**src/design/itp_pkg.sv**
```systemverilog
package itp_pkg;

  localparam int NUM_IDS_DEF = 256;
  localparam int TIME_BITS   = 31;
  localparam int TOTAL_BITS  = 48;
  localparam int COUNT_BITS  = 32;
  localparam int PERIOD_BITS = 32;
  localparam int ID_BITS     = 8;

  localparam logic [ID_BITS-1:0]     RESERVED_ID  = 8'hFF;
  localparam logic [TIME_BITS-1:0]   STAMP_MAX    = {TIME_BITS{1'b1}};
  localparam logic [TOTAL_BITS-1:0]  TOTAL_MAX    = {TOTAL_BITS{1'b1}};
  localparam logic [COUNT_BITS-1:0]  COUNT_MAX    = {COUNT_BITS{1'b1}};
  localparam logic [PERIOD_BITS-1:0] PERIOD_RESET = 32'h8000_0000;

  localparam logic [1:0] CMD_START = 2'd0;
  localparam logic [1:0] CMD_COUNT = 2'd1;
  localparam logic [1:0] CMD_END   = 2'd2;
  localparam logic [1:0] CMD_READ  = 2'd3;

  localparam logic [1:0] STS_OK       = 2'd0;
  localparam logic [1:0] STS_UNKNOWN  = 2'd1;
  localparam logic [1:0] STS_REJECTED = 2'd2;

  typedef struct packed {
    logic [1:0]           cmd;
    logic [ID_BITS-1:0]   region_id;
    logic [TIME_BITS-1:0] timestamp;
  } in_item_t;

  typedef struct packed {
    logic [1:0]            status;
    logic                  entry_exists;
    logic                  is_running;
    logic [COUNT_BITS-1:0] entry_count;
    logic [TOTAL_BITS-1:0] total_time;
    logic [TIME_BITS-1:0]  min_time;
    logic [TIME_BITS-1:0]  max_time;
  } out_item_t;

  typedef struct packed {
    logic                  running;
    logic [TIME_BITS-1:0]  start_stamp;
    logic [COUNT_BITS-1:0] count;
    logic [TOTAL_BITS-1:0] total;
    logic [TIME_BITS-1:0]  min_time;
    logic [TIME_BITS-1:0]  max_time;
  } entry_t;

  localparam entry_t ENTRY_RESET = '{
    running:     1'b0,
    start_stamp: '0,
    count:       '0,
    total:       '0,
    min_time:    STAMP_MAX,
    max_time:    '0
  };

  typedef struct packed {
    logic capture;
    logic eval;
    logic diff;
    logic update;
  } dp_ctrl_t;

  typedef struct packed {
    logic out_busy;
  } dp_stat_t;

endpackage

```
**src/design/itp_ctrl.sv**
```systemverilog
module itp_ctrl
  import itp_pkg::*;
(
  input  logic     clk,
  input  logic     rst_n,
  input  logic     in_valid,
  output logic     in_stall,
  input  dp_stat_t stat,
  output dp_ctrl_t ctrl
);

  localparam logic [1:0] ST_IDLE = 2'd0;
  localparam logic [1:0] ST_EVAL = 2'd1;
  localparam logic [1:0] ST_DIFF = 2'd2;
  localparam logic [1:0] ST_UPD  = 2'd3;

  logic [1:0] state_r, state_nxt;

  assign in_stall = (state_r != ST_IDLE);

  always_comb begin
    state_nxt    = state_r;
    ctrl.capture = 1'b0;
    ctrl.eval    = 1'b0;
    ctrl.diff    = 1'b0;
    ctrl.update  = 1'b0;
    case (state_r)
      ST_IDLE: begin
        if (in_valid) begin
          ctrl.capture = 1'b1;
          state_nxt    = ST_EVAL;
        end
      end
      ST_EVAL: begin
        ctrl.eval = 1'b1;
        state_nxt = ST_DIFF;
      end
      ST_DIFF: begin
        ctrl.diff = 1'b1;
        state_nxt = ST_UPD;
      end
      ST_UPD: begin
        // hold until the output register is free
        if (!stat.out_busy) begin
          ctrl.update = 1'b1;
          state_nxt   = ST_IDLE;
        end
      end
      default: begin
        state_nxt = ST_IDLE;
      end
    endcase
  end

  always_ff @(posedge clk) begin
    if (!rst_n) begin
      state_r <= ST_IDLE;
    end else begin
      state_r <= state_nxt;
    end
  end

endmodule

```
**config.mk**
```make
export PLATFORM = sky130hd
export DESIGN_NAME = itp_ctrl
export DESIGN_NICKNAME = d
export VERILOG_FILES = /design/src/design/itp_pkg.sv /design/src/design/itp_ctrl.sv
export SDC_FILE = /design/constraint.sdc
export NUM_CORES = 1
export LEC_CHECK = 0
export ABC_AREA = 1
export BUFFER_PORTS_ARGS = -buffer_cell sky130_fd_sc_hd__buf_4
export CORE_AREA = 3 3 40 42
export DETAILED_ROUTE_END_ITERATION = 16
export DIE_AREA = 0 0 43 45
export HOLD_SLACK_MARGIN = 0.12
export PLACE_DENSITY = 0.41
export SLEW_MARGIN = 20
export SYNTH_ARGS = -nofsm -noshare
export SYNTH_HDL_FRONTEND = slang
export SYNTH_SLANG_ARGS = --single-unit
```
**constraint.sdc**
```tcl
create_clock -name clk -period 1.2 [get_ports clk]
set_input_delay 0.18 -clock clk [delete_from_list [all_inputs] [get_ports clk]]
set_output_delay 0.18 -clock clk [all_outputs]
set_load 0.05 [all_outputs]
```
==> impl_metrics.prom <==
# TYPE chip_impl_metric gauge
chip_impl_metric{name="synthesis.area",unit="um2"} 188
chip_impl_metric{name="gr-total-overflow",unit=""} 0
chip_impl_info{name="r2r-start",value="state_r[0]$_SDFFE_PN0P_"} 1
chip_impl_metric{name="worst_setup_timing_slack_at_the_placement_stage",unit="ns"} 0.0878
chip_impl_metric{name="drive_above_1_share",unit="%"} 68.3
chip_impl_metric{name="die_h",unit="um"} 45
chip_impl_metric{name="drcViolationCount",unit=""} 0
chip_impl_metric{name="critical-path-max-stage-delay",unit="ns"} 0.35
chip_impl_info{name="synth_top_cells_by_area",value="sky130_fd_sc_hd__ha_1 33%, sky130_fd_sc_hd__dfxtp_1 21%, sky130_fd_sc_hd__inv_1 14%, sky130_fd_sc_hd__nor2_1 8.0%, sky130_fd_sc_hd__nand2_2 6.7%"} 1
chip_impl_metric{name="arrival",unit="ns"} 1.03
chip_impl_info{name="hold_path_startpoint",value="rst_n"} 1
chip_impl_metric{name="clock_path_buffers",unit=""} 2
chip_impl_metric{name="power.share.clock",unit="%"} 12.8
chip_impl_metric{name="antenna_violating_nets_post_route",unit=""} 0
chip_impl_info{name="layout_commonest_cell",value="sky130_fd_sc_hd__buf_4"} 1
chip_impl_metric{name="start_util",unit="%"} 14.6
chip_impl_info{name="violated_checks",value="setup timing"} 1
chip_impl_metric{name="synth-seq-cells",unit=""} 2
chip_impl_metric{name="yosys.area_share.simple",unit="%"} 26.0
chip_impl_metric{name="p_seq_share",unit="%"} 14.9
chip_impl_metric{name="hold_buffers",unit=""} 0
chip_impl_metric{name="die_w",unit="um"} 43
chip_impl_metric{name="netlist_instances",unit=""} 27
chip_impl_info{name="biggestRegsByFlops",value="state_r (2)"} 1
chip_impl_metric{name="synth_top_cell_area_share",unit="%"} 33.3
chip_impl_metric{name="vias",unit=""} 200
chip_impl_metric{name="cts.sink_count",unit=""} 2
chip_impl_metric{name="slew_headroom",unit="%"} 92.8
chip_impl_info{name="critPathCaptureType",value="primary output"} 1
chip_impl_metric{name="largest_reg_flops",unit=""} 2
chip_impl_metric{name="drt-vias-per-instance",unit=""} 3.57
chip_impl_metric{name="net_switching_power",unit="mW"} 0.559
chip_impl_metric{name="sw_frac_of_total",unit="%"} 49.7
chip_impl_metric{name="detailed_place.area",unit="um2"} 287
chip_impl_metric{name="layout_worst_path_cycle_share",unit="%"} 101
chip_impl_metric{name="vias_in_the_first_global_route",unit=""} 218
chip_impl_metric{name="port_buffers",unit=""} 8
chip_impl_metric{name="core_region_area",unit="um2"} 1280
chip_impl_metric{name="fin_tns_setup",unit="ns"} -0.0129
chip_impl_metric{name="finalMaxSlewViolations",unit=""} 0
chip_impl_info{name="mostFrequentLayoutCells",value="6 x sky130_fd_sc_hd__buf_4, 5 x sky130_fd_sc_hd__buf_6"} 1
chip_impl_info{name="status",value="finished, violations left"} 1
chip_impl_metric{name="flow.area_growth_from_synthesis",unit="%"} 101
chip_impl_info{name="top_register",value="state_r"} 1
chip_impl_metric{name="synth.net_count",unit=""} 36
chip_impl_metric{name="n_antenna_cell",unit=""} 0
chip_impl_metric{name="num-nets-final",unit=""} 52
chip_impl_metric{name="hold_viol",unit=""} 0
chip_impl_metric{name="finalClockSkew",unit="ns"} 0.00220
chip_impl_metric{name="groute.usage.overall",unit="%"} 6.16
chip_impl_metric{name="std_cell_rows",unit=""} 13
chip_impl_metric{name="worst_r2r_path_depth",unit=""} 7
chip_impl_info{name="hold_path_class",value="in2reg"} 1
chip_impl_metric{name="clock.fmax",unit="MHz"} 828
chip_impl_metric{name="cp.required",unit="ns"} 1.02
chip_impl_metric{name="synth.avg_cell_area",unit="um2"} 6.95
chip_impl_metric{name="maximum_vdd_ir_drop",unit="V"} 0.000967
chip_impl_metric{name="post_synth_xor_area_fraction",unit="%"} 0
chip_impl_info{name="cp-startpoint",value="state_r[0]$_SDFFE_PN0P_"} 1
chip_impl_metric{name="final_core_utilization",unit="%"} 29.4
chip_impl_metric{name="drt_wl_total",unit="um"} 418
chip_impl_metric{name="clock_latency",unit="ns"} 0.22
chip_impl_info{name="setup_repair_after_global_routing_missed_its_margin",value="yes"} 1
chip_impl_info{name="tritoncts",value="yes"} 1
chip_impl_metric{name="average_wire_length_per_cell_after_detail_routing",unit="um"} 7.46
chip_impl_metric{name="share_of_synthesized_cell_area_in_full_adder_half_adder_and_majority_cells",unit="%"} 33.3
chip_impl_metric{name="finalCriticalPeriod",unit="ns"} 1.21
chip_impl_metric{name="grt_max_degree",unit=""} 5
chip_impl_info{name="cp_slowest_cell",value="sky130_fd_sc_hd__dfxtp_4"} 1
chip_impl_metric{name="reg_clk_slew_reported_paths",unit="ns"} 0.03
chip_impl_metric{name="yosys-mux-area-fraction",unit="%"} 0
chip_impl_metric{name="grt_antenna_before_repair",unit=""} 0
chip_impl_metric{name="r2r_setup_slack",unit="ns"} 0.13
chip_impl_metric{name="design.die.area",unit="um2"} 1940
chip_impl_info{name="worst_setup_path_start_kind",value="flop"} 1
chip_impl_metric{name="comb_power_share",unit="%"} 72.3
chip_impl_metric{name="cts_inserted_buffers",unit=""} 3
chip_impl_metric{name="first_pass_grt_wire_length",unit="um"} 793
chip_impl_metric{name="drt_pre_antenna_iters",unit=""} 2
chip_impl_metric{name="cts.htree.levels",unit=""} 1
chip_impl_info{name="critical_path.cell_chain",value="buf_4 -> ha_2 -> buf_6"} 1
chip_impl_metric{name="ys_types",unit=""} 8
chip_impl_metric{name="finalWeightedCongestion",unit=""} 0.602
chip_impl_info{name="worstSetupEndpoint",value="ctrl[2]"} 1
chip_impl_metric{name="synth.yosys.warnings",unit=""} 0
chip_impl_metric{name="timing.max_cap.violations",unit=""} 0
chip_impl_info{name="r2r-end",value="state_r[0]$_SDFFE_PN0P_"} 1
chip_impl_metric{name="final_area",unit="um2"} 378
chip_impl_metric{name="synth_compound_gate_area_share",unit="%"} 5.33
chip_impl_metric{name="p_per_area",unit="nW/um2"} 2980
chip_impl_info{name="largest_family_of_logic_cells_by_synthesized_area",value="adder cells"} 1
chip_impl_info{name="ctsRootBufferMaster",value="sky130_fd_sc_hd__clkbuf_4"} 1
chip_impl_info{name="synth_largest_area_cell",value="sky130_fd_sc_hd__ha_1"} 1
chip_impl_info{name="criticalPathCategory",value="reg2out"} 1
chip_impl_metric{name="actual_transition_at_the_worst_max_transition_pin",unit="ns"} 0.107
chip_impl_metric{name="setup_viol_count_final",unit=""} 2
chip_impl_metric{name="power.leakage",unit="nW"} 0.184
chip_impl_metric{name="setup_ws",unit="ns"} -0.00710
chip_impl_metric{name="internal_power",unit="mW"} 0.566
chip_impl_metric{name="ios",unit=""} 9
chip_impl_metric{name="drt_iter0_markers",unit=""} 3
chip_impl_metric{name="synth_sequential_area_ratio",unit="%"} 21.3
chip_impl_metric{name="hpwlAfterDp",unit="um"} 326
chip_impl_metric{name="worstPathMaxFanout",unit=""} 3
[final cells by class]
cell class	instances	area, um2
inverters	7	31.3
fillers	143	907
multi-input cells	18	156
flip-flops and latches	2	47.5
well taps	15	18.8
repair buffers	11	101
clock buffers	3	22.5
[routing by layer]
| layer | GRT usage (%) | vias up | routed length (um) |
|---|---|---|---|
| met2 | 8.38 | 7 | 220 |
| li1 | - | 108 | - |
| met1 | 6.01 | 85 | 158 |
| met5 | 0 | - | 0 |
| met3 | 4.78 | 0 | 39 |
| met4 | 5.42 | 0 | 0 |
[Yosys cell counts (all sizes together)]
cell	n
nand3	2
inv	7
nor2	4
ha	5
dfxtp	2
nand2	5
a21oi	2
[power groups by stage]
stage	Combinational [mW]	Sequential (mW)	Clock (mW)
finish	0.814	0.168	0.143
global route	0.913	0.174	0.159
CTS	0.790	0.153	0.156
detailed placement	0.660	0.121	0
global placement	0.666	0.119	0
floorplan	0.477	0.123	0
[how the worst min path moves through the flow]
| stage | to | slack, ns | cells after the start |
|---|---|---|---|
| 3_5_place_dp | state_r[1]$_SDFFE_PN0P_ | 0.42 | 3 |
| 3_3_place_gp | state_r[1]$_SDFFE_PN0P_ | 0.44 | 3 |
| 6_report | state_r[1]$_SDFFE_PN0P_ | 0.20 | 3 |
| 5_1_grt | state_r[1]$_SDFFE_PN0P_ | 0.21 | 3 |
| 2_1_floorplan | state_r[1]$_SDFFE_PN0P_ | 0.30 | 2 |
| 4_1_cts | state_r[1]$_SDFFE_PN0P_ | 0.19 | 3 |
[what timing repair did]
item / in CTS / in global routing
resized for setup: 15 / 6
pin swaps: 1 / 1
setup endpoints to repair: 5 / 5
setup buffers: 1 / 0
[through the flow]
stage               hold WS, ns  power [mW]  instances
floorplan                 0.301       0.601         27
global placement          0.437       0.785         52
detailed placement        0.424       0.782         52
CTS                       0.187        1.10         56
global route              0.213        1.25         56
finish                    0.202        1.12         56
[worst max-delay path, delay by kind of cell (launching register included)]
| family | cells | cell delay (ns) |
|---|---|---|
| DFF | 1 | 0.35 |
| buffers and inverters | 2 | 0.29 |
| adders and majority gates | 1 | 0.17 |
[cells by family (layout without fill, tap and decap cells)]
| group | after synthesis | count (layout) |
|---|---|---|
| adder cells (fa/ha/maj) | 5 | 5 |
| buffers and inverters | 7 | 21 |
| AO/OA/AOI/OAI | 2 | 2 |
| flip-flops | 2 | 2 |
| AND/OR/NAND/NOR | 11 | 11 |
Power figures use the tool's default switching activity.
